**src/design/ecbd_pkg.sv**
```systemverilog
// ----------------------------------------------------------------------------
// ecbd_pkg
// Shared types, constants and the command table of the escape-command baud
// detector.
// ----------------------------------------------------------------------------
package ecbd_pkg;

    localparam int MAX_LEN_DEFAULT = 48;

    localparam int HDR_LEN  = 11;
    localparam int NUM_CMDS = 3;
    localparam int PL_W     = 6;            // payload_length register width
    localparam int FIRE_W   = PL_W + 1;     // HDR_LEN + 1 + payload_length fits here
    localparam int CODE_W   = 2;

    localparam logic [PL_W-1:0] PAYLOAD_LEN_RESET = PL_W'(24);

    localparam logic [7:0] CHAR_ESC = 8'h1B;
    localparam logic [7:0] CHAR_L   = 8'h4C;
    localparam logic [7:0] CHAR_F   = 8'h46;

    typedef enum logic [3:0] {
        PH_IDLE    = 4'b0001,
        PH_HEADER  = 4'b0010,
        PH_PAYLOAD = 4'b0100,
        PH_FIRE    = 4'b1000
    } phase_t;

    // Byte at position pos of command cmd: ESC "XRELOA?" " LF"
    function automatic logic [7:0] cmd_byte(input logic [1:0] cmd, input logic [3:0] pos);
        logic [7:0] b;
        unique case (pos)
            4'd0:    b = CHAR_ESC;
            4'd1:    b = 8'h58;    // X
            4'd2:    b = 8'h52;    // R
            4'd3:    b = 8'h45;    // E
            4'd4:    b = 8'h4C;    // L
            4'd5:    b = 8'h4F;    // O
            4'd6:    b = 8'h41;    // A
            4'd7: begin
                unique case (cmd)
                    2'd0:    b = 8'h46;    // F
                    2'd1:    b = 8'h44;    // D
                    default: b = 8'h47;    // G
                endcase
            end
            4'd8:    b = 8'h20;    // space
            4'd9:    b = CHAR_L;
            4'd10:   b = CHAR_F;
            default: b = 8'h00;
        endcase
        return b;
    endfunction

endpackage

```
**src/design/escape_command_baud_detector_unit.sv**
```systemverilog
// ----------------------------------------------------------------------------
// escape_command_baud_detector_unit
// Byte-stream parser that recognizes an ESC-started reload command, skips a
// configurable payload and pulses a baud-select code on the following byte.
// ----------------------------------------------------------------------------
// One byte is taken per transaction and produces exactly one result
// transaction. The parser state and the result register update in the same
// cycle, so a byte can be accepted every clock cycle; the result register
// holds the previous result until m_ready, and s_ready stays high whenever
// that register is empty or being drained. m_valid rises in the cycle after input
// acceptance. payload_length is written through cfg_we/cfg_wdata
// and is sampled on every payload byte, so write it only while idle.
module escape_command_baud_detector_unit #(
    parameter int MAX_LEN = ecbd_pkg::MAX_LEN_DEFAULT
) (
    input  logic                      aclk,
    input  logic                      aresetn,

    input  logic                      cfg_we,
    input  logic [ecbd_pkg::PL_W-1:0] cfg_wdata,

    input  logic                      s_valid,
    output logic                      s_ready,
    input  logic [7:0]                s_byte_in,

    output logic                        m_valid,
    input  logic                        m_ready,
    output logic                        m_rate_change,
    output logic [ecbd_pkg::CODE_W-1:0] m_rate_code,
    output logic                        m_header_matched,
    output logic                        m_length_overflow
);

    // count can briefly reach MAX_LEN + 1 at a mismatched header end
    localparam int CNT_W = $clog2(MAX_LEN + 2);

    logic [ecbd_pkg::PL_W-1:0]     payload_len_reg;

    ecbd_pkg::phase_t              phase_reg, phase_next;
    logic [CNT_W-1:0]              cnt_reg, cnt_next;
    logic [ecbd_pkg::NUM_CMDS-1:0] cand_reg, cand_next;
    logic [ecbd_pkg::CODE_W-1:0]   sel_reg, sel_next;
    logic                          after_l_reg, after_l_next;

    logic                          m_valid_reg;
    logic                          fire_reg, matched_reg, ovf_reg;
    logic [ecbd_pkg::CODE_W-1:0]   code_reg;

    logic                          s_accept;
    logic                          fire, matched, ovf;
    logic [ecbd_pkg::CODE_W-1:0]   code;
    logic [CNT_W-1:0]              cnt_inc;
    logic [ecbd_pkg::NUM_CMDS-1:0] cand_upd;
    logic [ecbd_pkg::CODE_W-1:0]   first_cand;
    logic [ecbd_pkg::FIRE_W-1:0]   fire_at;

    assign s_ready  = !m_valid_reg || m_ready;
    assign s_accept = s_valid && s_ready;

    assign cnt_inc = cnt_reg + CNT_W'(1);
    assign fire_at = ecbd_pkg::FIRE_W'(ecbd_pkg::HDR_LEN + 1)
                     + ecbd_pkg::FIRE_W'(payload_len_reg);

    // narrow the candidate set with the byte stored at position cnt_reg
    always_comb begin
        for (int k = 0; k < ecbd_pkg::NUM_CMDS; k++) begin
            cand_upd[k] = cand_reg[k]
                && (cnt_reg < CNT_W'(ecbd_pkg::HDR_LEN))
                && (ecbd_pkg::cmd_byte(2'(k), cnt_reg[3:0]) == s_byte_in);
        end
    end

    // lowest matching command wins
    always_comb begin
        first_cand = '0;
        for (int k = ecbd_pkg::NUM_CMDS - 1; k >= 0; k--) begin
            if (cand_upd[k]) begin
                first_cand = ecbd_pkg::CODE_W'(k);
            end
        end
    end

    always_comb begin
        phase_next   = phase_reg;
        cnt_next     = cnt_reg;
        cand_next    = cand_reg;
        sel_next     = sel_reg;
        after_l_next = after_l_reg;
        fire         = 1'b0;
        code         = '0;
        matched      = 1'b0;
        ovf          = 1'b0;

        unique case (phase_reg)
            ecbd_pkg::PH_IDLE: begin
                if (s_byte_in == ecbd_pkg::CHAR_ESC) begin
                    cnt_next     = CNT_W'(1);
                    cand_next    = '1;
                    after_l_next = 1'b0;
                    phase_next   = ecbd_pkg::PH_HEADER;
                end
            end
            ecbd_pkg::PH_HEADER: begin
                cnt_next  = cnt_inc;
                cand_next = cand_upd;
                if (!after_l_reg) begin
                    after_l_next = (s_byte_in == ecbd_pkg::CHAR_L);
                end else begin
                    after_l_next = 1'b0;
                    if (s_byte_in == ecbd_pkg::CHAR_F) begin
                        // end mark found; one extra slot for the terminator
                        if ((cnt_inc == CNT_W'(ecbd_pkg::HDR_LEN)) && (cand_upd != '0)) begin
                            cnt_next   = cnt_inc + CNT_W'(1);
                            sel_next   = first_cand;
                            matched    = 1'b1;
                            phase_next = ecbd_pkg::PH_PAYLOAD;
                        end else begin
                            ovf        = ((cnt_inc + CNT_W'(1)) == CNT_W'(MAX_LEN));
                            cnt_next   = '0;
                            cand_next  = '0;
                            phase_next = ecbd_pkg::PH_IDLE;
                        end
                    end
                end
            end
            ecbd_pkg::PH_PAYLOAD: begin
                cnt_next = cnt_inc;
                if (ecbd_pkg::FIRE_W'(cnt_inc) == fire_at) begin
                    phase_next = ecbd_pkg::PH_FIRE;
                end
            end
            ecbd_pkg::PH_FIRE: begin
                // this byte is consumed without inspection
                fire         = 1'b1;
                code         = sel_reg;
                cnt_next     = '0;
                cand_next    = '0;
                after_l_next = 1'b0;
                phase_next   = ecbd_pkg::PH_IDLE;
            end
            default: begin
                cnt_next     = '0;
                cand_next    = '0;
                after_l_next = 1'b0;
                phase_next   = ecbd_pkg::PH_IDLE;
            end
        endcase

        // buffer full: overflow takes priority over a payload end
        if ((phase_next != ecbd_pkg::PH_IDLE) && (cnt_next == CNT_W'(MAX_LEN))) begin
            ovf          = 1'b1;
            cnt_next     = '0;
            cand_next    = '0;
            after_l_next = 1'b0;
            phase_next   = ecbd_pkg::PH_IDLE;
        end
    end

    always_ff @(posedge aclk) begin
        if (!aresetn) begin
            payload_len_reg <= ecbd_pkg::PAYLOAD_LEN_RESET;
        end else if (cfg_we) begin
            payload_len_reg <= cfg_wdata;
        end
    end

    always_ff @(posedge aclk) begin
        if (!aresetn) begin
            phase_reg   <= ecbd_pkg::PH_IDLE;
            cnt_reg     <= '0;
            cand_reg    <= '0;
            sel_reg     <= '0;
            after_l_reg <= 1'b0;
        end else if (s_accept) begin
            phase_reg   <= phase_next;
            cnt_reg     <= cnt_next;
            cand_reg    <= cand_next;
            sel_reg     <= sel_next;
            after_l_reg <= after_l_next;
        end
    end

    always_ff @(posedge aclk) begin
        if (!aresetn) begin
            m_valid_reg <= 1'b0;
        end else if (s_accept) begin
            m_valid_reg <= 1'b1;
        end else if (m_ready) begin
            m_valid_reg <= 1'b0;
        end
    end

    always_ff @(posedge aclk) begin
        if (s_accept) begin
            fire_reg    <= fire;
            code_reg    <= code;
            matched_reg <= matched;
            ovf_reg     <= ovf;
        end
    end

    assign m_valid           = m_valid_reg;
    assign m_rate_change     = fire_reg;
    assign m_rate_code       = code_reg;
    assign m_header_matched  = matched_reg;
    assign m_length_overflow = ovf_reg;

    // ------------------------------------------------------------------------
    // Assertions
    // ------------------------------------------------------------------------
    a_cnt_below_max: assert property (@(posedge aclk) disable iff (!aresetn)
        (phase_reg != ecbd_pkg::PH_IDLE) |-> (cnt_reg < CNT_W'(MAX_LEN)))
        else $error("byte count reached MAX_LEN outside idle");

    a_fire_from_fire_phase: assert property (@(posedge aclk) disable iff (!aresetn)
        (s_accept && (phase_reg == ecbd_pkg::PH_FIRE)) |=> (m_valid && m_rate_change))
        else $error("fire byte did not produce rate_change");

    a_code_only_with_fire: assert property (@(posedge aclk) disable iff (!aresetn)
        (m_valid && !m_rate_change) |-> (m_rate_code == '0))
        else $error("rate_code nonzero without rate_change");

    a_state_holds_on_stall: assert property (@(posedge aclk) disable iff (!aresetn)
        (m_valid && !m_ready) |=> ($stable(phase_reg) && $stable(cnt_reg)))
        else $error("parser state moved while result stalled");

endmodule
```
**config.mk**
```make
export PLATFORM = sky130hd
export DESIGN_NAME = escape_command_baud_detector_unit
export DESIGN_NICKNAME = d
export VERILOG_FILES = /design/src/design/ecbd_pkg.sv /design/src/design/escape_command_baud_detector_unit.sv
export SDC_FILE = /design/constraint.sdc
export NUM_CORES = 1
export LEC_CHECK = 0
export BUFFER_PORTS_ARGS = -buffer_cell sky130_fd_sc_hd__buf_2
export CAP_MARGIN = 20
export CORE_MARGIN = 4
export CORE_UTILIZATION = 25
export CTS_BUF_LIST = sky130_fd_sc_hd__clkbuf_16
export DETAILED_ROUTE_END_ITERATION = 10
export PLACE_DENSITY = 0.39
export SYNTH_ARGS = -nofsm -noshare
export SYNTH_HDL_FRONTEND = slang
export SYNTH_SLANG_ARGS = --single-unit
```
**constraint.sdc**
```tcl
create_clock -name aclk -period 6.6 [get_ports aclk]
set_clock_uncertainty 0.1 [all_clocks]
set_input_delay 1.32 -clock aclk [delete_from_list [all_inputs] [get_ports aclk]]
set_output_delay 1.32 -clock aclk [all_outputs]
set_load 0.05 [all_outputs]
```
# Word-level counts from Yosys, hierarchy flattened
# Index checks and enable logic that the tools add are counted.
[op_classes]
addsub = 3
magnitude_cmp = 1
n_eq_ne = 27
mux = 37
reduce_logical = 19
[ops]
columns = ["cell", "count"]
rows = [
  ["case mux 7 bit (10 select lines)", 2],
  ["case mux 7 bit (9 select lines)", 1],
  ["two-way mux 6 bit", 5],
  ["equality test 8 bit", 3],
  ["equality test 4 x 3 -> 1 bit, second input constant", 5],
  ["two-way mux 4 bit", 5],
  ["two-way mux 3 bit", 6],
  ["case mux 6 bit (3 select lines)", 1],
  ["equality test 4 bit, second input constant", 4],
  ["equality test 8 x 7 -> 1 bit, second input constant", 2],
  ["adder 6 x 1 -> 6 bit, second input constant", 2],
  ["equality test 4 x 2 -> 1 bit, second input constant", 3],
  ["equality test 6 bit, second input constant", 2],
  ["case mux 4 bit (3 select lines)", 1],
  ["two-way mux 1 bit", 11],
  ["logical AND 1 bit", 9],
  ["case mux 3 bit (3 select lines)", 1],
  ["equality test 4 x 1 -> 1 bit, second input constant", 2],
  ["equality test 8 x 5 -> 1 bit, second input constant", 1],
  ["adder 4 x 6 -> 7 bit, first input constant", 1],
  ["equality test 6 x 7 -> 1 bit", 1],
  ["equality test 6 x 4 -> 1 bit, second input constant", 1],
  ["< comparator 6 x 4 -> 1 bit, second input constant", 1],
  ["two-way mux 2 bit", 3],
  ["12 further kinds", 14],
]
[word_totals]
ff_bits = 28
out_inout_bits = 7
wordCells = 98

# Depth between registers and ports, before layout
# Gate-level depths: netlist of run 1.
[depth]
depth_word = 15
ltp_mapped = 9

# Worst setup path after synthesis of run 1
# OpenSTA, ideal clock, no wires.
[synth_timing]
kind = "input-to-reg"
from = "in m_ready"
to = "reg cand_reg[1] (netlist bit)"
setup_time_ps = 86
t_arrival_ps = 3046
required_ps = 6414
path_slack_ps = 3368
cell_stages = 7
path_cell_list = "nand2b_1 -> nand2_1 -> inv_1 -> clkbuf_1 -> and3_1 -> a21oi_1 -> a211oi_1"
[synth_via]
elab_chain_cells = 3
[synth_lines]
columns = ["element", "line", "rtl"]
rows = [
  ["start: declaration", "escape_command_baud_detector_unit.sv:27", "input logic m_ready,"],
  ["logical OR 1 bit", "escape_command_baud_detector_unit.sv:57", "assign s_ready = !m_valid_reg || m_ready;"],
  ["logical AND 1 bit", "escape_command_baud_detector_unit.sv:58", "assign s_accept = s_valid && s_ready;"],
  ["named net s_accept", "escape_command_baud_detector_unit.sv:49", "logic s_accept;"],
  ["AND reduction 3 bit (no line)", "-", ""],
  ["end signal: assignment", "escape_command_baud_detector_unit.sv:177", "cand_reg <= cand_next;"],
  ["end: declaration", "escape_command_baud_detector_unit.sv:41", "logic [ecbd_pkg::NUM_CMDS-1:0] cand_reg, cand_next;"],
]
# The timed path passes the listed nets, and every way through them passes these cells.
# A chain may end at the register's enable or synchronous reset.

# Worst setup path after layout of run 1
[layout_timing]
from = "reg cnt_reg[0]"
to = "reg cnt_reg[0]"
[layout_via]
elab_chain_cells = 14
word_cells_on_any_way = 46
classes_between = "add/sub (2); order compare (1); eq/ne (17); mux (14); reduce/logical (12)"
[layout_lines]
columns = ["element", "line", "rtl"]
rows = [
  ["start: declaration", "escape_command_baud_detector_unit.sv:40", "logic [CNT_W-1:0] cnt_reg, cnt_next;"],
  ["start signal: assignment", "escape_command_baud_detector_unit.sv:176", "cnt_reg <= cnt_next;"],
  ["equality test 4 bit or equality test 4 x 3 -> 1 bit (tied branches)", "ecbd_pkg.sv:32", "unique case (pos)"],
  ["OR reduction 2 bit (no line)", "-", ""],
  ["case mux 7 bit (10 select lines) or case mux 7 bit (9 select lines) (tied branches)", "ecbd_pkg.sv:32", ""],
  ["equality test 8 bit", "escape_command_baud_detector_unit.sv:69", "&& (ecbd_pkg::cmd_byte(2'(k), cnt_reg[3:0]) == s_byte_in);"],
  ["logical AND 1 bit", "escape_command_baud_detector_unit.sv:69", ""],
  ["nonzero test 3 bit", "escape_command_baud_detector_unit.sv:112", "if ((cnt_inc == CNT_W'(ecbd_pkg::HDR_LEN)) && (cand_upd != '0)) begin"],
  ["logical AND 1 bit", "escape_command_baud_detector_unit.sv:112", ""],
  ["two-way mux 6 bit or two-way mux 3 bit (tied branches)", "escape_command_baud_detector_unit.sv:112", ""],
  ["two-way mux 6 bit or two-way mux 4 bit (tied branches)", "escape_command_baud_detector_unit.sv:110", "if (s_byte_in == ecbd_pkg::CHAR_F) begin"],
  ["two-way mux 6 bit or two-way mux 4 bit (tied branches)", "escape_command_baud_detector_unit.sv:106", "if (!after_l_reg) begin"],
  ["case mux 6 bit (3 select lines) or case mux 4 bit (3 select lines) (tied branches)", "escape_command_baud_detector_unit.sv:94", "unique case (phase_reg)"],
  ["equality test 6 bit or inequality test 4 x 1 -> 1 bit (tied branches)", "escape_command_baud_detector_unit.sv:150", "if ((phase_next != ecbd_pkg::PH_IDLE) && (cnt_next == CNT_W'(MAX_LEN))) begin"],
  ["logical AND 1 bit", "escape_command_baud_detector_unit.sv:150", ""],
  ["two-way mux 6 bit (*)", "escape_command_baud_detector_unit.sv:150", ""],
]
# Mark *: on every way between the ends. The rest lies on a longest branch, timed or not.

==> results.yml, run 1 <==
place:
  place_area_um2: 2485
  place_inst: 385
  port_buffers: 25
  gp_congestion: 0.8039
  dp_slack_ns: 2.993
  place_hpwl_mm: 4.911
finish:
  diodes: 0
  area_growth_pct: 13.55
  final_cell_area_um2: 2590
  layout.nets: 308
  layout.cells.non_filler: 389
  drive_gt1_share_pct: 18.15
logic_synthesis:
  synth-edff-count: 5
  netlist_area_um2: 2281
  synth_area_leaders: "dfxtp_1 20%, edfxtp_1 6.6%, xnor2_1 4.6%"
  synth_seq_cells: 28
  ys_async_sr_fraction_pct: 0
  syn_inst: 263
  synth_fp_nets: 289
  yosysTopAreaCellShare_pct: 20.19
  ys_types: 69
  yosys_warnings: 0
  ys_seq_area_share_pct: 26.77
  syn_area_per_cell_um2: 8.673
  yosysTopAreaCell: "dfxtp_1"
  ys.flop_type: "dfxtp_1"
route:
  via_per_inst: 5.185
  drt_iter0_drc: 110
  dr.pass1.iters: 4
  top_layer: "met4"
  drc: 0
  wl_met2_mm: 2.928
  wl_per_cell_um: 16.62
  routed-wl-met3_um: 244
  drtAntennaViolNets: 0
  wirelength_mm: 6.465
  vias: 2017
  drt-met1-wl_mm: 3.200
sta:
  fin_ws_ns: 3.248
  slew_viol_final: 0
  rsz0062_at_grt: "false"
  setup_viol: 0
  tightest_slew_ns: 0.7900
  max_freq_mhz: 298.4
  fin_tns_setup_ns: 0
  final-hold-violation-count: 0
  fin_hold_ws_ns: 0.3665
  slew_headroom_pct: 47.26
  period_needed_ns: 3.352
  fin_crit_sh_pct: 50.78
cts:
  cts_tree: "done"
  hold_buffers: 0
  clkLatencyLatePin_ns: 0.27
  cts_setup_buffers: 0
  clock_path_buffers: 2
  cts-root-buf: "clkbuf_16"
  cts_buffers: 3
  cts.clk_slew.worst_paths_ns: 0.08
  cts_sinks: 28
  cts.repair.resized: 0
  cts_max_level: 1
grt:
  antenna_found_initial: 0
  gr-total-overflow: 0
  grt_pass1_wl_mm: 10.71
  grt_start_max_net_pins: 25
  grt_pass1_vias: 2042
  grt_usage_pct: 12.20
worst_setup_path:
  critPathRequiredTime_ns: 6.68
  cp_max_fo: 11
  worst-setup-path-type: "reg -> reg"
  end_kind: "flop"
  critPathLaunchType: "flop"
  critPathArrivalTime_ns: 3.44
floorplanning:
  ioPinCount: 26
  start_util_pct: 25.90
  dieWidth_um: 103.5
  die_h_um: 103.5
  core_um2: 8806
  dieArea_um2: 10720
  row_count: 34
power_and_ir_drop:
  intPower_mw: 0.3229
  sw_frac_of_total_pct: 24.73
  comb_power_share_pct: 14.2
  pwr-share-seq_pct: 42.7
  p_leak_nw: 0.9820
  pwr-share-clk_pct: 43.1
  ir_worst_vdd_uv: 149.5
  power.switching_mw: 0.1061
  power.density_nw_per_um2: 165.6
job:
  drv_cap: 0
hold_path:
  hp-class: "reg -> reg"
run_status:
  status: "finished clean"
-- final timing paths --
path	cells past startpoint	from	to	slack, ns
worst min register to register	2	sel_reg[0]	sel_reg[0]	0.37
worst min-delay path	2	sel_reg[0]	sel_reg[0]	0.37
worst max register to register	8	cnt_reg[0]	cnt_reg[0]	3.25
worst max-delay path	8	cnt_reg[0]	cnt_reg[0]	3.25
-- cells in the final DEF, fill, tap and decap left out, types with 7 or more instances in the layout --
cell,count
a21oi_1,11
buf_2,25
dfxtp_1,23
ha_1,7
inv_1,15
mux2i_1,9
nand2_1,20
nand3_1,11
nor2_1,10
o21ai_0,10
xnor2_1,12
-- logic make-up after synthesis --
family | Yosys count | synth area share, %
compound gates | 72 | 23.53
mux | 10 | 4.443
fa+ha+maj | 7 | 3.840
flops | 28 | 26.77
buf+inv | 28 | 5.430
xor+xnor | 20 | 8.832
simple gates | 98 | 27.15
-- synthesized netlist by cell type, types with 2 or more instances --
cell type and n:
or4b_2 3, a31o_2 2, o2111ai_1 5, nand4b_1 4, buf_4 2, nand4_1 4
xnor2_1 12, o211ai_1 4, ha_1 7, o22ai_1 3, edfxtp_1 5, or2_2 2
a2bb2oi_1 2, a21boi_0 3, a41oi_1 2, dfxtp_1 23, nor2_1 10, nand2_1 20
a31oi_1 4, or3b_1 2, xor2_1 6, and2_1 6, o31ai_1 3, o21ai_0 10
a21oi_1 11, or2b_1 2, and3_1 2, or3_1 2, mux2i_1 9, inv_1 15
o211ai_2 2, o21a_1 4, nor3_1 5, nand3_1 11, or4b_1 2, nor4b_1 2
a221oi_1 3, a211oi_1 2, buf_2 3, a21boi_1 3, nor4_1 2, nor2b_1 6
and3b_1 2, clkbuf_1 6
-- layer usage --
| layer | vias up | track usage (%) |
|---|---|---|
| met2 | 39 | 20.05 |
| met4 | 0 | 2.659 |
| li1 | 1023 | - |
| met1 | 949 | 16.67 |
| met3 | 6 | 2.301 |
| met5 | - | 0 |
-- through the flow --
stage | util [%] | power (mW)
finish | 29.41 | 0.4290
global route | 29.41 | 0.4476
global placement | 28.22 | 0.2484
detailed placement | 28.22 | 0.2484
CTS | 29.41 | 0.4352
floorplan | - | 0.2308
-- worst max-delay path, cell delays in order (launching register included) --
cell	delay (ns)
dfxtp_1	0.64
inv_1	0.19
ha_1	0.35
or3_1	0.40
a221oi_1	0.33
o2111ai_1	0.22
a211oi_4	0.53
o211ai_2	0.25
a41oi_1	0.26
-- cell type report --
class / count / area, µm²
fill: 936 / 6216
clock inverter: 1 / 30.03
sequential: 28 / 610.6
clock buffer: 3 / 75.07
multi-input combinational: 207 / 1546
tap: 108 / 135.1
timing repair buffer: 26 / 132.6
inverter: 16 / 60.06
-- power groups by stage --
stage / Combinational (mW) / Clock [mW] / Sequential, mW
global placement: 0.0611 / 0 / 0.187
detailed placement: 0.0610 / 0 / 0.187
floorplan: 0.0395 / 0 / 0.191
global route: 0.0668 / 0.196 / 0.184
CTS: 0.0614 / 0.190 / 0.183
finish: 0.0607 / 0.185 / 0.183
Power figures use the tool's default switching activity.
==> run 2: changes to the inputs <==
- clock period: 6.6 -> 3.4 ns (I/O delays scaled with it)
==> results.yml, run 2 (synthesized netlist as in run 1, its figures left out) <==
run_status:
  status: "finished clean"
place:
  gp_congestion: 0.8085
  port_buffers: 25
  place_hpwl_mm: 4.975
worst_setup_path:
  critPathArrivalTime_ns: 2.93
  crit_path_start: "cnt_reg[1]"
  worst-setup-path-type: "reg -> reg"
  worstReg2RegEnd: "cnt_reg[1]"
  cp_max_fo: 10
  worstRegToRegCells: 8
  critPathLaunchType: "flop"
  r2r_slack_ns: 0.56
  r2r_start: "cnt_reg[1]"
  critPathRequiredTime_ns: 3.49
  crit_path_end: "cnt_reg[1]"
  end_kind: "flop"
route:
  vias: 2007
  dr.pass1.iters: 4
  drc: 0
  wl_per_cell_um: 16.12
  drt_iter0_drc: 157
  wirelength_mm: 6.350
  drtAntennaViolNets: 0
  via_per_inst: 5.094
power_and_ir_drop:
  pwr-share-clk_pct: 42.8
  power.switching_mw: 0.2034
  ir_worst_vdd_uv: 240.1
  sw_frac_of_total_pct: 24.46
  comb_power_share_pct: 14.8
  power.density_nw_per_um2: 316.5
  pwr-share-seq_pct: 42.3
  p_leak_nw: 1.007
  intPower_mw: 0.6283
cts:
  cts_setup_buffers: 0
  clock_path_buffers: 2
  cts_sinks: 28
  cts.repair.resized: 0
  hold_buffers: 0
  cts.clk_slew.worst_paths_ns: 0.08
  cts_tree: "done"
  cts_max_level: 1
  cts_buffers: 3
  cts-root-buf: "clkbuf_16"
  clkLatencyLatePin_ns: 0.26
grt:
  grt_pass1_vias: 1967
  gr-total-overflow: 0
  grt_usage_pct: 11.67
  grt_pass1_wl_mm: 10.27
  antenna_found_initial: 0
  grt_start_max_net_pins: 25
finish:
  fillers: 938
  multi_input_area_um2: 1546
  layout_commonest_cell: "buf_2"
  final_cell_mix: "25 x buf_2, 23 x dfxtp_1, 20 x nand2_1"
  layout.nets: 313
  area_growth_pct: 15.19
  drive_gt1_share_pct: 19.58
  regArea_um2: 610.6
  diodes: 0
sta:
  fin_tns_setup_ns: 0
  setup_viol: 0
  period_needed_ns: 2.838
  fin_hold_ws_ns: 0.3641
  rsz0062_at_grt: "false"
  fin_crit_sh_pct: 83.48
  final-hold-violation-count: 0
  max_freq_mhz: 352.3
  tightest_slew_ns: 0.7357
  slew_headroom_pct: 50.89
  slew_viol_final: 0
floorplanning:
  start_util_pct: 25.90
  ioPinCount: 26
  core_um2: 8806
  dieArea_um2: 10720
  dieWidth_um: 103.5
  die_h_um: 103.5
  row_count: 34
job:
  drv_cap: 0
hold_path:
  hp-class: "reg -> reg"
  hp-start: "sel_reg[0]"
run 2: cell count changes in the layout (fill, tap and decap cells not counted), sizes merged:
cell / previous run / this run
buf: 26 / 31
run 2: worst min path at each step:
stage                       endpoint  cells past startpoint
after floorplan           sel_reg[1]                      2
after detailed placement  sel_reg[0]                      2
after CTS                 sel_reg[0]                      2
after global routing      sel_reg[0]                      2
after global placement    sel_reg[0]                      2
final                     sel_reg[0]                      2
run 2: through the flow:
stage          utilization, %  total power [mW]  std cells  instance area (µm²)  setup WS [ns]
5_1_grt                 29.84            0.8698        394                 2628         0.3612
3_5_place_dp            28.64            0.4845        390                 2522         0.4557
2_1_floorplan               -            0.4481        263                 2281         0.8081
3_3_place_gp            28.64            0.4856        390                 2522         0.4354
6_report                29.84            0.8317        394                 2628         0.5617
4_1_cts                 29.84            0.8435        394                 2628         0.5593
run 2: layout make-up:
class                   instances  area share (%)
multi-input cells             207           58.86
flip-flops and latches         28           23.24
repair buffers                 31           6.476
well taps                     108           5.143
clock buffers                   3           2.857
inverters                      16           2.286
clock inverters                 1           1.143
run 2: metal layers:
layer | GRT usage, % | routed length [µm] | vias to the layer above | part of all wire (%)
li1 | - | - | 1033 | -
met3 | 1.928 | 175 | 2 | 2.8
met5 | 0 | 0 | - | 0
met2 | 19.95 | 2968 | 30 | 47
met1 | 16.12 | 3186 | 942 | 50
met4 | 0.9497 | 20 | 0 | 0.31
run 2: power by group through the flow:
stage / Combinational, mW / Clock [mW] / Sequential [mW]
2_1_floorplan: 0.0768 / 0 / 0.371
3_3_place_gp: 0.125 / 0 / 0.360
3_5_place_dp: 0.124 / 0 / 0.360
4_1_cts: 0.125 / 0.366 / 0.352
5_1_grt: 0.135 / 0.381 / 0.354
6_report: 0.123 / 0.356 / 0.352
run 2: critical path, stage by stage (launching register included):
cell and delay, ns:
dfxtp_1 0.46, inv_1 0.12, ha_1 0.30, or3_1 0.40, a221oi_1 0.27, o2111ai_1 0.20, a211oi_4 0.46, o2111ai_1 0.27
a21oi_1 0.19
